## src/rtl/pwm_pulse_pair_decoder_crc8_defines.svh

```systemverilog
// assertion macros for the pulse pair decoder
`ifndef PWM_PULSE_PAIR_DECODER_CRC8_DEFINES_SVH
`define PWM_PULSE_PAIR_DECODER_CRC8_DEFINES_SVH

`ifndef SYNTH
`define PPD_ASSERT(name, clk, rst_n, prop) \
    name: assert property (@(posedge clk) disable iff (!rst_n) prop) \
        else $error("%m: assertion failed");
`define PPD_ASSERT_ALWAYS(name, clk, prop) \
    name: assert property (@(posedge clk) prop) \
        else $error("%m: assertion failed");
`else
`define PPD_ASSERT(name, clk, rst_n, prop)
`define PPD_ASSERT_ALWAYS(name, clk, prop)
`endif

`endif

```

## src/rtl/ppd_pkg.sv

```systemverilog
package ppd_pkg;

    localparam int TimeW   = 16;
    localparam int CountW  = 7;
    localparam int StatusW = 2;
    localparam int IdW     = 16;
    localparam int RawW    = 40;
    localparam int ShiftW  = 64;
    localparam int CfgIdxW = 2;
    localparam int CfgW    = 16;
    localparam int CrcMsgW = 32;
    localparam int GapW    = TimeW + 2;

    localparam logic [7:0] CrcPoly = 8'h07;
    localparam logic [7:0] CrcInit = 8'h00;

    localparam logic [TimeW-1:0]  ShortPeriodReset = 16'd800;
    localparam logic [TimeW-1:0]  LongPeriodReset  = 16'd1750;
    localparam logic [TimeW-1:0]  ToleranceReset   = 16'd200;
    localparam logic [CountW-1:0] BitsNeededReset  = 7'd40;
    localparam logic [CountW-1:0] CountMax         = '1;

    typedef enum logic [StatusW-1:0] {
        ST_OK       = 2'd0,
        ST_CRC_ERR  = 2'd1,
        ST_BAD_PAIR = 2'd2,
        ST_SHORT    = 2'd3
    } t_status;

    typedef enum logic [CfgIdxW-1:0] {
        CFG_SHORT_PERIOD = 2'd0,
        CFG_LONG_PERIOD  = 2'd1,
        CFG_TOLERANCE    = 2'd2,
        CFG_BITS_NEEDED  = 2'd3
    } t_cfg_reg;

    typedef logic [7:0] t_crc_weights [CrcMsgW];

    function automatic logic [7:0] rev8(input logic [7:0] v);
        logic [7:0] r;
        for (int i = 0; i < 8; i++) begin
            r[i] = v[7-i];
        end
        return r;
    endfunction

    // crc contribution of each single message bit, msb first
    function automatic t_crc_weights crc8_weights();
        t_crc_weights w;
        logic [7:0]   crc;
        logic         fb;
        for (int j = 0; j < CrcMsgW; j++) begin
            crc = CrcInit;
            for (int k = CrcMsgW - 1; k >= 0; k--) begin
                fb  = crc[7] ^ (k == j);
                crc = {crc[6:0], 1'b0} ^ (fb ? CrcPoly : 8'h00);
            end
            w[j] = crc;
        end
        return w;
    endfunction

    localparam t_crc_weights CrcWeights = crc8_weights();

    function automatic logic [7:0] crc8_msg(input logic [CrcMsgW-1:0] m);
        logic [7:0] x;
        x = CrcInit;
        for (int j = 0; j < CrcMsgW; j++) begin
            x = x ^ (m[j] ? CrcWeights[j] : 8'h00);
        end
        return x;
    endfunction

    function automatic logic near_to(
        input logic [TimeW-1:0] t,
        input logic [TimeW-1:0] nominal,
        input logic [TimeW-1:0] tol
    );
        logic [TimeW-1:0] d;
        d = (t > nominal) ? (t - nominal) : (nominal - t);
        return d < tol;
    endfunction

endpackage

```

## src/rtl/pwm_pulse_pair_decoder_crc8.sv

```systemverilog
// channel   direction  handshake                 payload
// in        input      i_in_valid / o_in_stall    high_time, low_time, first_pair, last_pair
// out       output     o_out_valid / i_out_stall  status, sensor_id, raw_bits, bit_count
// cfg       input      i_cfg_valid / o_cfg_ready  cfg_index, cfg_data
//
// one request per cycle while o_in_stall is low; a pair is taken into the input
// register, decoded from there and its result loaded into the result register
// the decode, shift and crc check sit between the input and result registers
// reset is synchronous, active low; the decoder then waits for a first pair
// o_in_stall rises only when both the input and the result register are full
// and i_out_stall is high
`include "pwm_pulse_pair_decoder_crc8_defines.svh"

module pwm_pulse_pair_decoder_crc8 (
    input  logic                          i_clk,
    input  logic                          i_rst_n,
    input  logic                          i_in_valid,
    output logic                          o_in_stall,
    input  logic [ppd_pkg::TimeW-1:0]     i_high_time,
    input  logic [ppd_pkg::TimeW-1:0]     i_low_time,
    input  logic                          i_first_pair,
    input  logic                          i_last_pair,
    output logic                          o_out_valid,
    input  logic                          i_out_stall,
    output logic [ppd_pkg::StatusW-1:0]   o_status,
    output logic [ppd_pkg::IdW-1:0]       o_sensor_id,
    output logic [ppd_pkg::RawW-1:0]      o_raw_bits,
    output logic [ppd_pkg::CountW-1:0]    o_bit_count,
    input  logic                          i_cfg_valid,
    output logic                          o_cfg_ready,
    input  logic [ppd_pkg::CfgIdxW-1:0]   i_cfg_index,
    input  logic [ppd_pkg::CfgW-1:0]      i_cfg_data
);
    import ppd_pkg::*;

    logic [TimeW-1:0]  r_short_period;
    logic [TimeW-1:0]  r_long_period;
    logic [TimeW-1:0]  r_tolerance;
    logic [CountW-1:0] r_bits_needed;

    logic              r_in_valid;
    logic [TimeW-1:0]  r_high_time;
    logic [TimeW-1:0]  r_low_time;
    logic              r_first_pair;
    logic              r_last_pair;

    logic [ShiftW-1:0] r_shift;
    logic [CountW-1:0] r_seen;
    logic              r_done;

    logic              r_out_valid;
    t_status           r_status;
    logic [IdW-1:0]    r_sensor_id;
    logic [RawW-1:0]   r_raw_bits;
    logic [CountW-1:0] r_bit_count;

    logic              out_free;
    logic              proceed;
    logic              has_result;
    t_status           n_status;
    logic [IdW-1:0]    n_sensor_id;
    logic [ShiftW-1:0] n_shift;
    logic [CountW-1:0] n_seen;
    logic              n_done;

    logic [ShiftW-1:0] st_shift;
    logic [CountW-1:0] st_seen;
    logic              st_done;
    logic [GapW-1:0]   gap;
    logic [CountW-1:0] need;
    logic              hi_long;
    logic              hi_short;
    logic              lo_long;
    logic              lo_short;
    logic              lo_gap;
    logic              bit_ok;
    logic              bit_val;
    logic [7:0]        msg [5];

    assign out_free    = !r_out_valid || !i_out_stall;
    assign proceed     = r_in_valid && out_free;
    assign o_in_stall  = r_in_valid && !out_free;
    assign o_cfg_ready = 1'b1;

    assign o_out_valid = r_out_valid;
    assign o_status    = r_status;
    assign o_sensor_id = r_sensor_id;
    assign o_raw_bits  = r_raw_bits;
    assign o_bit_count = r_bit_count;

    always_comb begin
        st_shift = r_first_pair ? '0 : r_shift;
        st_seen  = r_first_pair ? '0 : r_seen;
        st_done  = r_first_pair ? 1'b0 : r_done;

        gap  = {2'b00, r_long_period} + {1'b0, r_long_period, 1'b0};
        need = (r_bits_needed == '0) ? CountW'(1) : r_bits_needed;

        hi_long  = near_to(r_high_time, r_long_period, r_tolerance);
        hi_short = near_to(r_high_time, r_short_period, r_tolerance);
        lo_long  = near_to(r_low_time, r_long_period, r_tolerance);
        lo_short = near_to(r_low_time, r_short_period, r_tolerance);
        lo_gap   = {2'b00, r_low_time} > gap;

        bit_ok  = 1'b1;
        bit_val = 1'b0;
        if (hi_long && lo_short) begin
            bit_val = 1'b1;
        end else if (hi_short && lo_long) begin
            bit_val = 1'b0;
        end else if (hi_short && lo_gap) begin
            bit_val = 1'b0;
        end else if (hi_long && lo_gap) begin
            bit_val = 1'b1;
        end else begin
            bit_ok = 1'b0;
        end

        n_shift     = st_shift;
        n_seen      = st_seen;
        n_done      = st_done;
        has_result  = 1'b0;
        n_status    = ST_OK;
        n_sensor_id = '0;

        if (bit_ok) begin
            n_shift = {st_shift[ShiftW-2:0], bit_val};
            n_seen  = (st_seen == CountMax) ? st_seen : st_seen + CountW'(1);
        end

        for (int i = 0; i < 5; i++) begin
            msg[i] = rev8(n_shift[RawW-1-8*i -: 8]);
        end

        if (!st_done) begin
            if (!bit_ok) begin
                n_done     = 1'b1;
                has_result = 1'b1;
                n_status   = ST_BAD_PAIR;
            end else if (n_seen >= need) begin
                n_done     = 1'b1;
                has_result = 1'b1;
                if (crc8_msg({msg[0], msg[1], msg[2], msg[3]}) != msg[4]) begin
                    n_status = ST_CRC_ERR;
                end else begin
                    n_status    = ST_OK;
                    n_sensor_id = {msg[1], msg[2]};
                end
            end else if (r_last_pair) begin
                n_done     = 1'b1;
                has_result = 1'b1;
                n_status   = ST_SHORT;
            end
        end else begin
            // waiting for a first pair: nothing changes
            n_shift = r_shift;
            n_seen  = r_seen;
        end
    end

    always_ff @(posedge i_clk) begin
        if (!i_rst_n) begin
            r_short_period <= ShortPeriodReset;
            r_long_period  <= LongPeriodReset;
            r_tolerance    <= ToleranceReset;
            r_bits_needed  <= BitsNeededReset;
        end else if (i_cfg_valid && o_cfg_ready) begin
            unique case (t_cfg_reg'(i_cfg_index))
                CFG_SHORT_PERIOD: r_short_period <= i_cfg_data;
                CFG_LONG_PERIOD:  r_long_period  <= i_cfg_data;
                CFG_TOLERANCE:    r_tolerance    <= i_cfg_data;
                CFG_BITS_NEEDED:  r_bits_needed  <= i_cfg_data[CountW-1:0];
            endcase
        end
    end

    always_ff @(posedge i_clk) begin
        if (!i_rst_n) begin
            r_in_valid <= 1'b0;
        end else if (!o_in_stall) begin
            r_in_valid <= i_in_valid;
        end
    end

    always_ff @(posedge i_clk) begin
        if (i_in_valid && !o_in_stall) begin
            r_high_time  <= i_high_time;
            r_low_time   <= i_low_time;
            r_first_pair <= i_first_pair;
            r_last_pair  <= i_last_pair;
        end
    end

    always_ff @(posedge i_clk) begin
        if (!i_rst_n) begin
            r_shift <= '0;
            r_seen  <= '0;
            r_done  <= 1'b1;
        end else if (proceed) begin
            r_shift <= n_shift;
            r_seen  <= n_seen;
            r_done  <= n_done;
        end
    end

    always_ff @(posedge i_clk) begin
        if (!i_rst_n) begin
            r_out_valid <= 1'b0;
        end else if (out_free) begin
            r_out_valid <= proceed && has_result;
        end
    end

    always_ff @(posedge i_clk) begin
        if (proceed && has_result) begin
            r_status    <= n_status;
            r_sensor_id <= n_sensor_id;
            r_raw_bits  <= n_shift[RawW-1:0];
            r_bit_count <= n_seen;
        end
    end

    `PPD_ASSERT(a_stall_only_when_full, i_clk, i_rst_n, o_in_stall |-> (r_in_valid && r_out_valid && i_out_stall))
    `PPD_ASSERT(a_id_zero_unless_ok, i_clk, i_rst_n, (r_out_valid && r_status != ST_OK) |-> (r_sensor_id == '0))
    `PPD_ASSERT(a_result_ends_capture, i_clk, i_rst_n, (proceed && has_result) |=> r_done)
    `PPD_ASSERT(a_new_result_loads, i_clk, i_rst_n, (proceed && has_result) |=> r_out_valid)

endmodule
```

## config.mk

```make
export PLATFORM = sky130hd
export DESIGN_NAME = pwm_pulse_pair_decoder_crc8
export DESIGN_NICKNAME = d
export VERILOG_FILES = /design/src/rtl/ppd_pkg.sv /design/src/rtl/pwm_pulse_pair_decoder_crc8.sv
export VERILOG_INCLUDE_DIRS = /design/src /design/src/rtl
export SDC_FILE = /design/constraint.sdc
export NUM_CORES = 1
export LEC_CHECK = 0
export BUFFER_PORTS_ARGS = -buffer_cell sky130_fd_sc_hd__buf_2
export CORE_ASPECT_RATIO = 1.75
export CORE_MARGIN = 3
export CORE_UTILIZATION = 54
export DETAILED_ROUTE_END_ITERATION = 8
export GPL_TIMING_DRIVEN = 0
export PLACE_DENSITY = 0.74
export RECOVER_POWER = 25
export SLEW_MARGIN = 20
export SYNTH_ARGS = -nofsm -noshare
export SYNTH_HDL_FRONTEND = slang
export SYNTH_SLANG_ARGS = --single-unit
```

## constraint.sdc

```tcl
create_clock -name i_clk -period 8.7 [get_ports i_clk]
set_input_delay 0.435 -clock i_clk [delete_from_list [all_inputs] [get_ports i_clk]]
set_output_delay 0.435 -clock i_clk [all_outputs]
set_load 0.1 [all_outputs]
```

**Word-level counts from Yosys, hierarchy flattened**

Cells that the tools add are included.

- Add/sub/neg operators: 10
- Multipliers: 0
- Divide/modulo/power cells: 0
- Magnitude comparators: 10
- Eq/ne operators: 5
- Shifts and indexed selects: 0
- Muxes and demuxes: 61
- Bitwise gates (word level): 34
- Reduce and logical (&&, ||, !) cells: 22

Operators by type and width:

| kind | count |
|---|---|
| subtractor 16 bit | 8 |
| two-way mux 63 bit | 2 |
| two-way mux 8 bit | 13 |
| two-way mux 7 bit | 14 |
| XOR 8 bit | 12 |
| > comparator 16 bit | 4 |
| < comparator 16 bit | 4 |
| two-way mux 16 bit | 4 |
| XOR 8 x 7 -> 8 bit | 8 |
| two-way mux 40 bit | 1 |
| two-way mux 6 bit | 4 |
| XOR 8 x 6 -> 8 bit | 3 |
| adder 16 x 17 -> 18 bit | 1 |
| > comparator 16 x 18 -> 1 bit | 1 |
| XOR 8 x 5 -> 8 bit | 2 |
| two-way mux 5 bit | 3 |
| two-way mux 1 bit | 14 |
| AND reduction 2 bit | 5 |
| logical AND 1 bit | 8 |
| two-way mux 4 bit | 2 |
| inequality test 8 bit | 1 |
| XOR 7 x 8 -> 8 bit | 1 |
| XOR 8 x 4 -> 8 bit | 1 |
| adder 7 x 1 -> 7 bit (second input constant) | 1 |
| other kinds (17) | 25 |

- Register bits: 227
- Latch bits: 0
- RAM bits: 0
- Bits in read-only memories: 0
- Input port bits: 57
- Output and inout port bits: 68
- Word-level logic and storage cells: 161
- Memories kept: 0

**Depth between registers and ports, before layout**

Gate-level depths: netlist (run 1).

- Depth after elaboration: 45
- Depth in mapped cells: 39
- Mapped depth without buffers: 36

**Worst setup path after synthesis (run 1)**

Ideal clock, no wire load.

- Path type: register to register
- From: register r_short_period[1]
- To: register r_bit_count[0], in the netlist o_bit_count[0] (enable)
- Library setup time: 490 ps
- Data arrival time: 9105 ps
- Data required time: 8210 ps
- Path slack: -894 ps
- Stages on the path, launching flop included: 32
- Buffers on the path: 2
- Period minus slack after synthesis: 9594 ps
- Cells stage by stage: dfxtp_1 inv_1 fa_1 a21o_1 a21o_1 a21o_1 a21oi_1 o21bai_1 a221oi_1 nor2_1 clkbuf_1 o31ai_1 o21ai_0 xor2_1 ha_1 a221oi_1 o211a_1 o31ai_1 a221oi_1 o21ai_2 buf_6 a21oi_1 mux2_2 ha_1 a21o_1 a21o_1 a21o_1 a21o_1 a21oi_1 o21bai_1 nor3_1 nor2_1

- Longest elaborated chain between the ends: 13
- Elaborated cells between the ends (all ways): 22
- Classes of those cells: 4 x add/sub; 5 x order compare; 9 x mux; 4 x reduce/logical

Ends and longest elaborated chain:

| element | RTL line | text |
|---|---|---|
| start: declaration | pwm_pulse_pair_decoder_crc8.sv:36 | `logic [TimeW-1:0] r_short_period;` |
| start signal: assignment | pwm_pulse_pair_decoder_crc8.sv:163 | `r_short_period <= ShortPeriodReset;` |
| start signal: assignment | pwm_pulse_pair_decoder_crc8.sv:169 | `CFG_SHORT_PERIOD: r_short_period <= i_cfg_data;` |
| subtractor 16 bit or > comparator 16 bit (tied branches) | ppd_pkg.sv:80 | `d = (t > nominal) ? (t - nominal) : (nominal - t);` |
| two-way mux 16 bit | ppd_pkg.sv:80 |  |
| < comparator 16 bit | ppd_pkg.sv:81 | `return d < tol;` |
| logical AND 1 bit | pwm_pulse_pair_decoder_crc8.sv:111 | `end else if (hi_short && lo_gap) begin` |
| two-way mux 1 bit | pwm_pulse_pair_decoder_crc8.sv:111 |  |
| two-way mux 1 bit | pwm_pulse_pair_decoder_crc8.sv:109 | `end else if (hi_short && lo_long) begin` |
| two-way mux 1 bit (*) | pwm_pulse_pair_decoder_crc8.sv:107 | `if (hi_long && lo_short) begin` |
| two-way mux 7 bit | pwm_pulse_pair_decoder_crc8.sv:126 | `if (bit_ok) begin` |
| >= comparator 7 bit | pwm_pulse_pair_decoder_crc8.sv:140 | `end else if (n_seen >= need) begin` |
| two-way mux 1 bit | pwm_pulse_pair_decoder_crc8.sv:140 |  |
| two-way mux 1 bit (*) | pwm_pulse_pair_decoder_crc8.sv:136 | `if (!bit_ok) begin` |
| two-way mux 1 bit (*) | pwm_pulse_pair_decoder_crc8.sv:135 | `if (!st_done) begin` |
| logical AND 1 bit (*) | pwm_pulse_pair_decoder_crc8.sv:215 | `if (proceed && has_result) begin` |
| end signal: assignment | pwm_pulse_pair_decoder_crc8.sv:219 | `r_bit_count <= n_seen;` |
| end: declaration | pwm_pulse_pair_decoder_crc8.sv:55 | `logic [CountW-1:0] r_bit_count;` |

Mark *: on every way between the ends. The rest lies on a longest branch, timed or not.
A chain may end at the register's enable or synchronous reset.

**Final worst setup path (run 1)**

- From: register r_low_time[0]
- To: register r_sensor_id[10], in the netlist o_sensor_id[10], data pin

- Longest elaborated chain between the ends: 41
- Elaborated cells between the ends (all ways): 92
- Classes of those cells: 4 x add/sub; 6 x order compare; 1 x eq/ne; 43 x mux; 33 x bitwise; 5 x reduce/logical

Ends and longest elaborated chain:

| element | RTL line | text |
|---|---|---|
| start: declaration | pwm_pulse_pair_decoder_crc8.sv:43 | `logic [TimeW-1:0] r_low_time;` |
| start signal: assignment | pwm_pulse_pair_decoder_crc8.sv:188 | `r_low_time <= i_low_time;` |
| subtractor 16 bit (tied with other cells) | ppd_pkg.sv:80 |  |
| two-way mux 16 bit or logical AND 1 bit (tied branches) | ppd_pkg.sv:80, pwm_pulse_pair_decoder_crc8.sv:113 |  |
| < comparator 16 bit or two-way mux 1 bit (tied branches) | ppd_pkg.sv:81, pwm_pulse_pair_decoder_crc8.sv:113 |  |
| logical AND 1 bit or two-way mux 1 bit (tied branches) | pwm_pulse_pair_decoder_crc8.sv:109, pwm_pulse_pair_decoder_crc8.sv:111 |  |
| two-way mux 1 bit | pwm_pulse_pair_decoder_crc8.sv:109 |  |
| two-way mux 1 bit | pwm_pulse_pair_decoder_crc8.sv:107 |  |
| two-way mux 63 bit | pwm_pulse_pair_decoder_crc8.sv:126 |  |
| two-way mux 3 bit or two-way mux 4 bit (tied branches) | ppd_pkg.sv:69 | `x = x ^ (m[j] ? CrcWeights[j] : 8'h00);` |
| [24 not listed] | - |  |
| XOR 8 x 6 -> 8 bit | ppd_pkg.sv:69 |  |
| XOR 8 x 7 -> 8 bit | ppd_pkg.sv:69 |  |
| XOR 8 bit | ppd_pkg.sv:69 |  |
| XOR 8 x 7 -> 8 bit | ppd_pkg.sv:69 |  |
| XOR 8 bit (2 in series) | ppd_pkg.sv:69 |  |
| XOR 8 x 6 -> 8 bit | ppd_pkg.sv:69 |  |
| inequality test 8 bit | pwm_pulse_pair_decoder_crc8.sv:143 | `if (crc8_msg({msg[0], msg[1], msg[2], msg[3]}) != msg[4]) begin` |
| OR reduction 4 bit (no line) | - |  |
| end signal: assignment | pwm_pulse_pair_decoder_crc8.sv:217 | `r_sensor_id <= n_sensor_id;` |
| end: declaration | pwm_pulse_pair_decoder_crc8.sv:53 | `logic [IdW-1:0] r_sensor_id;` |

Parallel ways exist; a longest one is shown, timed or not.

==> results of run 1 <==
## cells in the mapped netlist (37+ instances only)
library cell	number
a21o_1	101
a21oi_1	193
clkbuf_1	84
dfxtp_1	105
edfxtp_1	99
ha_1	223
inv_1	133
nand2_1	175
nand2b_1	41
nor2_1	66
o211a_1	42
o21ai_0	75
xnor2_1	122
xor2_1	37
## area by class of cell
class | instances | area share (%)
Inverter | 134 | 2.58
Timing Repair Buffer | 137 | 3.94
Multi-Input combinational cell | 1514 | 59.3
Buffer | 96 | 2.11
Clock inverter | 15 | 0.750
Sequential cell | 204 | 26.0
Tap cell | 396 | 2.54
Clock buffer | 23 | 2.73
## power by group
group | switching [mW] | leakage [nW] | internal (mW)
Clock | 0.411 | 0.330 | 0.510
Sequential | 0.0493 | 1.80 | 1.06
Combinational | 0.947 | 6.65 | 0.546
## timing repair
item	CTS	global route
cloned	0	0
pin swaps	3	8
endpoints found under the setup margin	85	84
setup buffers	4	7
gates resized for setup	22	21
## kinds of logic (layout without fill, tap and decap cells)
kind of cell               count (synthesis)  in the layout
AOI/OAI and AO/OA                        625            625
and+or+nand+nor                          444            444
adders and majority gates                232            232
buffers and inverters                    230            405
DFF                                      204            204
xor gates and xnor gates                 160            160
muxes                                     52             52
other                                      1              1
## layer usage
| layer | part of all wire, % | wire length, microns |
|---|---|---|
| met5 | 0 | 0 |
| met4 | 11 | 6800 |
| met1 | 31 | 18900 |
| met2 | 53 | 32200 |
| met3 | 4.6 | 2780 |
## flip-flops by register name, indices dropped and copies added (netlist names)
register / flops
o_bit_count: 7
o_out_valid: 1
o_raw_bits: 40
o_sensor_id: 16
o_status: 2
r_bits_needed: 7
r_done: 1
r_first_pair: 1
r_high_time: 16
r_in_valid: 1
r_last_pair: 1
r_long_period: 16
r_low_time: 16
r_seen: 7
r_shift: 40
r_short_period: 16
r_tolerance: 16
## through the flow
stage               utilization [%]  instance area, sq um
global placement               58.5                 18500
finish                         61.7                 19500
detailed placement             58.8                 18600
CTS                            61.3                 19400
floorplan                         -                 17400
global route                   61.7                 19500
## path summary, 6_finish.rpt
path | endpoint | slack, ns
setup / recovery | o_sensor_id[10] | 0.30
setup reg to reg | o_sensor_id[10] | 0.30
hold reg to reg | r_tolerance[1] | 0.45
hold / removal | r_high_time[0] | 0.07
==> impl_metrics.yaml, run 1 <==
yosys:
  synth_xor_area_share_pct: 8.14
  synth_ff_type: "dfxtp_1"
  yosysSeqAreaShare_pct: 29.2
  synth_adder_area_share_pct: 17.1
  synth_area_per_cell_sq_um: 8.92
  yosysTopAreaCellShare_pct: 17.1
  synth_compound_area_share_pct: 24.4
  synth_seq_cells: 204
  synth_mux_area_share_pct: 3.20
  synthTopCellsByArea: "edfxtp_1 (17%), ha_1 (16%), dfxtp_1 (12%)"
  yosys.area_share.simple_pct: 12.7
  synth_top_family_by_area: "compound AO/OA/AOI/OAI gates"
  async_reset_ff_share_pct: 0
  yosys_warnings: 0
  synth_cell_types: 86
  syn_nets: 2237
  syn_inst: 1948
  synth_edf_count: 99
  synthesis.area_sq_um: 17400
  yosysTopAreaCell: "edfxtp_1"
global_routing:
  globalRouteMet1Util_pct: 30.3
  grt-busiest-layer: "met2"
  grt_max_degree: 30
  grt_pass1_vias: 16548
  use_met2_pct: 65.6
  overflow: 0
  grt.total_usage_pct: 34.5
  grt_antenna_before_repair: 0
  grt.met3_usage_pct: 4.83
  grt_pass1_wl_microns: 91100
die:
  fp-row-count: 86
  die_x_microns: 142
  initial_core_util_pct: 54.9
  dieArea_sq_um: 34500
  die_height_microns: 243
  design.core.area_sq_um: 31600
  num_io_pins: 125
critical_path:
  path_class: "reg2reg"
  cp_data_arrival_time_ns: 8.67
  crit_path_top_delay_cell: "mux2_1"
  cpLargestDelayFamily: "compound AO/OA/AOI/OAI gates"
  r2r_cells: 38
  r2r-start: "r_low_time[0]"
  crit_path_max_fanout: 10
  max_stage_delay_ns: 0.44
  path_buf_inv: 6
  cp.depth: 38
  cp-start-kind: "flip-flop"
  endpoint_kind: "flip-flop"
  cp.required_ns: 8.98
  cp_common_cell: "a21o_1"
  critPathLaunch: "r_low_time[0]"
route:
  num_vias: 15731
  ant_nets: 0
  first_pass_iters: 5
  wl_per_cell_microns: 24.1
  drt_iter0_drc: 1050
  finalWirelength_microns: 60700
  routed_via_density: 6.24
  route.detailed.drc: 0
sta:
  timing.hold.ws_ns: 0.0703
  setup_viol: 0
  finalMaxSlewViolations: 17
  period_needed_ns: 8.40
  fmax_ghz: 0.119
  worstMarginPinSlew_ns: 2.03
  slew_headroom_pct: -35.6
  hold_violations: 0
  skew_ns: 0.0210
  setup_tns_ns: 0
  fin_crit_sh_pct: 96.5
  timing.final.ws_setup_ns: 0.301
clocking:
  cts_buffers: 21
  cts-root-buf: "clkbuf_16"
  htreeDepth: 1
  ctsHoldBuffers: 0
  clk_path_buf_depth: 3
  clock_latency_ns: 0.54
  clk_pin_slew_worst_paths_ns: 0.07
  cts.sinks: 204
  cts_tree: "done"
power_and_ir_drop:
  p_per_area_nw_per_um2: 181
  power.total_mw: 3.52
  leakagePower_nw: 8.78
  peakVddDrop_uv: 234
placed_design:
  dp_slack_ns: -1.34
  port_buffers: 122
  hpwl_microns: 49100
  gp_congestion: 0.978
  place_inst: 2470
layout:
  fin_nets: 2397
  nFillCells: 2762
  layout_commonest_cell: "ha_1"
  layout-drive-gt1-share_pct: 11.9
  regArea_sq_um: 5080
  instances_no_fill: 2519
  syn2layout_area_growth_pct: 12.3
  multi_input_area_sq_um: 11600
  final_cell_mix: "ha_1 (223), a21oi_1 (189), nand2_1 (173), inv_1 (134), buf_2 (125)"
  diodes: 0
status:
  status: "finished with violations"
  violations: "max-capacitance violations, max-slew violations"
run:
  max_cap_viol_count: 1
min_path:
  hold_path_depth: 1
  holdCritPathClass: "in2reg"
  min_from: "i_high_time[0]"
No activity file was read; power rests on OpenSTA's default activity.
==> run 2: changes to the inputs <==
REMOVE_ABC_BUFFERS = 1   (was unset)
==> run 2 against run 1 <==
Net effect:
- critical path depth shrank 1
- critical path type unchanged
- total power shrank 1.9%
- the flow still finishes with violations (max-capacitance violations, max-slew violations)
- clock skew shrank 0.0024 ns
- non-clock buffer count shrank 80
==> impl_metrics.yaml, run 2 (same netlist as run 1, synthesis figures left out) <==
clocking:
  clk_pin_slew_worst_paths_ns: 0.07
  clock_latency_ns: 0.53
  cts-root-buf: "clkbuf_16"
  ctsHoldBuffers: 0
  cts.sinks: 204
  cts_tree: "done"
  cts_buffers: 20
  clk_path_buf_depth: 3
  htreeDepth: 1
critical_path:
  r2r-start: "r_low_time[0]"
  path_class: "reg2reg"
  r2r_cells: 37
  cp-start-kind: "flip-flop"
  endpoint_kind: "flip-flop"
  cp_data_arrival_time_ns: 8.70
  crit_path_top_delay_cell: "edfxtp_1"
  cp.required_ns: 8.93
  critPathLaunch: "r_low_time[0]"
  crit_path_max_fanout: 12
  max_stage_delay_ns: 0.42
  cp_common_cell: "a21o_1"
power_and_ir_drop:
  leakagePower_nw: 8.72
  sw_frac_of_total_pct: 38.8
  comb_power_share_pct: 41.5
  clkPwrFrac_pct: 26.0
  pwr-share-seq_pct: 32.5
  power.total_mw: 3.46
  internal_power_mw: 2.12
  power.switching_mw: 1.34
  peakVddDrop_uv: 165
  p_per_area_nw_per_um2: 179
die:
  die_x_microns: 142
  design.core.area_sq_um: 31600
  die_height_microns: 243
  fp-row-count: 86
  num_io_pins: 125
  initial_core_util_pct: 54.9
  dieArea_sq_um: 34500
sta:
  worstMarginPinSlew_ns: 3.02
  setup_tns_ns: 0
  fin_crit_sh_pct: 97.4
  fmax_ghz: 0.118
  timing.final.ws_setup_ns: 0.229
  setup_viol: 0
  period_needed_ns: 8.47
  timing.hold.ws_ns: 0.0792
  slew_headroom_pct: -101
  finalMaxSlewViolations: 108
  skew_ns: 0.0186
  hold_violations: 0
min_path:
  holdCritPathClass: "in2reg"
  min_from: "i_low_time[11]"
  hold_path_depth: 1
layout:
  layout_commonest_cell: "ha_1"
  final_cell_mix: "ha_1 (223), a21oi_1 (192), nand2_1 (172), inv_1 (134)"
  syn2layout_area_growth_pct: 11.0
  fin_nets: 2317
  diodes: 0
  finish.instance_area_sq_um: 19300
  utilization_pct: 61.0
  layout-drive-gt1-share_pct: 12.4
  instances_no_fill: 2438
run:
  max_cap_viol_count: 2
route:
  routed_via_density: 6.29
  wl_per_cell_microns: 22.7
  finalWirelength_microns: 55400
  drt_iter0_drc: 926
  ant_nets: 0
  num_vias: 15334
  route.detailed.drc: 0
  first_pass_iters: 5
placed_design:
  dp_slack_ns: -1.15
  gp_congestion: 0.948
  post_dp_cell_area_sq_um: 18400
  hpwl_microns: 44400
  port_buffers: 123
  place_inst: 2381
global_routing:
  overflow: 0
  grt_pass1_wl_microns: 83800
  grt.total_usage_pct: 31.1
  grt_pass1_vias: 15768
  grt_max_degree: 78
  grt_antenna_before_repair: 2
status:
  violations: "max-capacitance violations, max-slew violations"
  status: "finished with violations"
[run 2: changes by cell type in the layout (fill, tap and decap cells not counted), moves of 2 or more]
cell / before / now
a21oi_1: 189 / 192
a21oi_2: 4 / 1
buf_1: 2 / 0
buf_12: 1 / 4
buf_2: 125 / 122
buf_4: 13 / 21
clkbuf_1: 84 / 4
clkbuf_4: 4 / 0
clkinvlp_4: 2 / 0
inv_6: 3 / 1
mux2i_2: 2 / 0
nand2_4: 0 / 3
nor2_1: 64 / 60
nor2_4: 1 / 4
[run 2: repair_timing]
action                     4_1_cts  5_1_grt
resized for setup               18        6
gates cloned                     1        0
setup buffers                    5       15
pin swaps                        4        6
setup endpoints to repair       85       79
[run 2: routing by layer]
metal / vias up / track usage [%] / part of all wire [%]
li1: 7178 / - / -
met1: 7273 / 28.6 / 32
met2: 615 / 59.2 / 53
met3: 264 / 3.20 / 4.3
met4: 4 / 26.5 / 10
met5: - / 0 / 0.033
[run 2: layout make-up]
| class | count | area [sq um] |
|---|---|---|
| clock buffer | 25 | 551 |
| clock inverter | 11 | 109 |
| fill | 2831 | 12300 |
| inverter | 134 | 503 |
| multi-input combinational | 1515 | 11600 |
| sequential | 204 | 5080 |
| tap | 396 | 495 |
| timing repair buffer | 153 | 945 |
[run 2: final timing paths]
kind / endpoint / slack (ns)
setup / recovery: o_sensor_id[2] / 0.23
hold / removal: r_low_time[11] / 0.08
setup reg to reg: o_sensor_id[2] / 0.23
hold reg to reg: r_tolerance[5] / 0.46
[run 2: worst max-delay path: cells and delay by family (launching register included)]
| kind | cells | cell delay [ns] |
|---|---|---|
| AOI/OAI and AO/OA | 22 | 4.62 |
| xor gates and xnor gates | 1 | 0.11 |
| adders and majority gates | 4 | 1.06 |
| buffers and inverters | 5 | 0.77 |
| DFF | 1 | 0.42 |
| muxes | 2 | 0.81 |
| and+or+nand+nor | 3 | 0.38 |
[run 2: power by group through the flow]
stage	sequential (mW)	combinational [mW]	clock (mW)
floorplan	1.24	0.898	0
global placement	1.15	1.31	0
detailed placement	1.14	1.37	0
CTS	1.12	1.41	0.913
global route	1.13	1.55	0.942
finish	1.13	1.43	0.899
==> run 3: changes to the inputs <==
ABC_AREA = 1   (was unset)
==> run 3 against run 2 <==
Net effect:
- the flow still finishes with violations (max-capacitance violations, max-slew violations)
- first-iteration DRC count rose by 26%
- sequential share of layout area is 1.9 points lower
- final cell count increased by 34%
- via count increased by 23%
- clock-buffer cell count up 3
- sequential cell count unchanged
- routed wire length grew 15%
- critical endpoint is now o_raw_bits[39]
- largest power group unchanged
- highest routed layer is now met4
==> impl_metrics.yaml, run 3 <==
layout:
  diodes: 0
  layout_commonest_cell: "nand2_1"
  syn2layout_area_growth_pct: 10.6
  instances_no_fill: 3275
  final_cell_mix: "nand2_1 (705), inv_1 (435), a21oi_1 (237), o21ai_0 (224), ha_1 (223)"
  layout-drive-gt1-share_pct: 8.30
  fin_nets: 3093
route:
  first_pass_iters: 6
  finalWirelength_microns: 63700
  route.detailed.drc: 0
  num_vias: 18864
  drt_iter0_drc: 1170
  routed_via_density: 5.76
  wl_per_cell_microns: 19.4
  ant_nets: 0
yosys:
  synth_seq_cells: 204
  synthTopCellsByArea: "edfxtp_1 (16%), ha_1 (15%), nand2_1 (14%)"
  synth_area_per_cell_sq_um: 6.91
  synth_edf_count: 99
  synth_compound_area_share_pct: 17.3
  yosysMostFrequentCell: "nand2_1"
  syn_inst: 2716
  synth_mux_area_share_pct: 0.700
  yosys_warnings: 0
  synth_top_family_by_area: "simple AND/OR/NAND/NOR gates"
  ys_top_cells_by_count: "nand2_1 (711), inv_1 (436), a21oi_1 (240)"
  yosysSeqAreaShare_pct: 27.0
  synth_xor_area_share_pct: 4.29
  synth_adder_area_share_pct: 15.8
  synthesis.area_sq_um: 18800
  synth_cell_types: 58
  async_reset_ff_share_pct: 0
  yosysTopAreaCellShare_pct: 15.8
  yosys.area_share.simple_pct: 23.9
  yosysTopAreaCell: "edfxtp_1"
  synth_ff_type: "dfxtp_1"
die:
  design.core.area_sq_um: 34000
  num_io_pins: 125
  dieArea_sq_um: 37100
  initial_core_util_pct: 55.3
  fp-row-count: 89
  die_x_microns: 147
  die_height_microns: 253
clocking:
  cts-root-buf: "clkbuf_16"
  clk_path_buf_depth: 3
  clock_latency_ns: 0.54
  ctsHoldBuffers: 0
  cts_tree: "done"
  cts.sinks: 204
  htreeDepth: 1
  cts_buffers: 22
  clk_pin_slew_worst_paths_ns: 0.07
critical_path:
  max_stage_delay_ns: 0.45
  cpLargestDelayFamily: "simple AND/OR/NAND/NOR gates"
  cp.required_ns: 8.94
  path_buf_inv: 9
  path_class: "reg2reg"
  cp-start-kind: "flip-flop"
  crit_path_top_delay_cell: "inv_1"
  crit_path_max_fanout: 30
  cp_common_cell: "inv_1"
  cp_data_arrival_time_ns: 8.47
  endpoint_kind: "flip-flop"
power_and_ir_drop:
  peakVddDrop_uv: 246
  leakagePower_nw: 10.4
  p_per_area_nw_per_um2: 279
  power.total_mw: 5.80
sta:
  setup_viol: 0
  hold_violations: 0
  worstMarginPinSlew_ns: 2.29
  rsz0062_at_grt: "false"
  fin_crit_sh_pct: 94.7
  skew_ns: 0.0194
  period_needed_ns: 8.23
  finalMaxSlewViolations: 56
  fmax_ghz: 0.121
  slew_headroom_pct: -52.4
global_routing:
  grt.met3_usage_pct: 3.59
  overflow: 0
  globalRouteMet1Util_pct: 29.9
  grt_pass1_vias: 18653
  use_met2_pct: 63.0
  grt.total_usage_pct: 32.8
  grt_antenna_before_repair: 0
  grt-busiest-layer: "met2"
  grt_max_degree: 91
  grt_pass1_wl_microns: 95600
placed_design:
  hpwl_microns: 50000
  place_inst: 3221
  gp_congestion: 1.01
  port_buffers: 123
run:
  max_cap_viol_count: 1
status:
  status: "finished with violations"
  violations: "max-capacitance violations, max-slew violations"
min_path:
  holdCritPathClass: "in2reg"
-- run 3: repair_timing --
| item | CTS | global route |
|---|---|---|
| pin swaps | 2 | 4 |
| resized for setup | 8 | 19 |
| setup endpoints to repair | 85 | 84 |
| setup buffers | 1 | 8 |
| endpoints found under the hold margin | 0 | 0 |
| cloned | 2 | 3 |
-- run 3: worst paths after layout --
path                                        from                to  slack, ns  cells after the start
worst max-delay path               r_low_time[0]    o_raw_bits[39]       0.47                     40
worst min-delay path               i_low_time[0]     r_low_time[0]       0.07                      1
worst max register to register     r_low_time[0]    o_raw_bits[39]       0.47                     40
worst min register to register  r_bits_needed[0]  r_bits_needed[0]       0.47                      2
-- run 3: layout make-up --
cell class                 count  area (sq um)
timing repair buffer         142           883
fill                        3206         13200
clock inverter                12           166
sequential                   204          5080
inverter                     443          1670
tap                          455           569
multi-input combinational   1991         11800
clock buffer                  28           593
-- run 3: metrics by stage --
| step | area (sq um) | hold WS, ns | setup TNS, ns | setup WS [ns] | utilization [%] |
|---|---|---|---|---|---|
| 2_1_floorplan | 18400 | 0.428 | -88.39 | -1.34 | - |
| 3_3_place_gp | 19600 | 0.464 | -377.76 | -5.25 | 57.6 |
| 3_5_place_dp | 19800 | 0.468 | -154.14 | -2.09 | 58.3 |
| 4_1_cts | 20600 | 0.0481 | 0 | 0.0346 | 60.7 |
| 5_1_grt | 20800 | 0.0539 | 0 | 0.0473 | 61.2 |
| 6_report | 20800 | 0.0664 | 0 | 0.465 | 61.2 |
-- run 3: logic make-up (layout without fill, tap and decap cells) --
family	after synthesis	in the layout
flops	204	204
fa+ha+maj	232	232
buf+inv	526	625
mux	13	13
compound gates	582	582
other cells	1	1
simple gates	1066	1071
xor+xnor	92	92
-- run 3: power breakdown --
| part | internal, mW | switching (mW) | leakage [nW] |
|---|---|---|---|
| Sequential | 1.11 | 0.0460 | 1.83 |
| Clock | 0.579 | 0.418 | 0.371 |
| Combinational | 1.09 | 2.55 | 8.24 |
-- run 3: layer usage --
layer | wire, microns | up-vias
met5 | 0 | -
met4 | 6880 | 0
met3 | 2700 | 310
met2 | 33400 | 696
met1 | 20700 | 8692
li1 | - | 9166
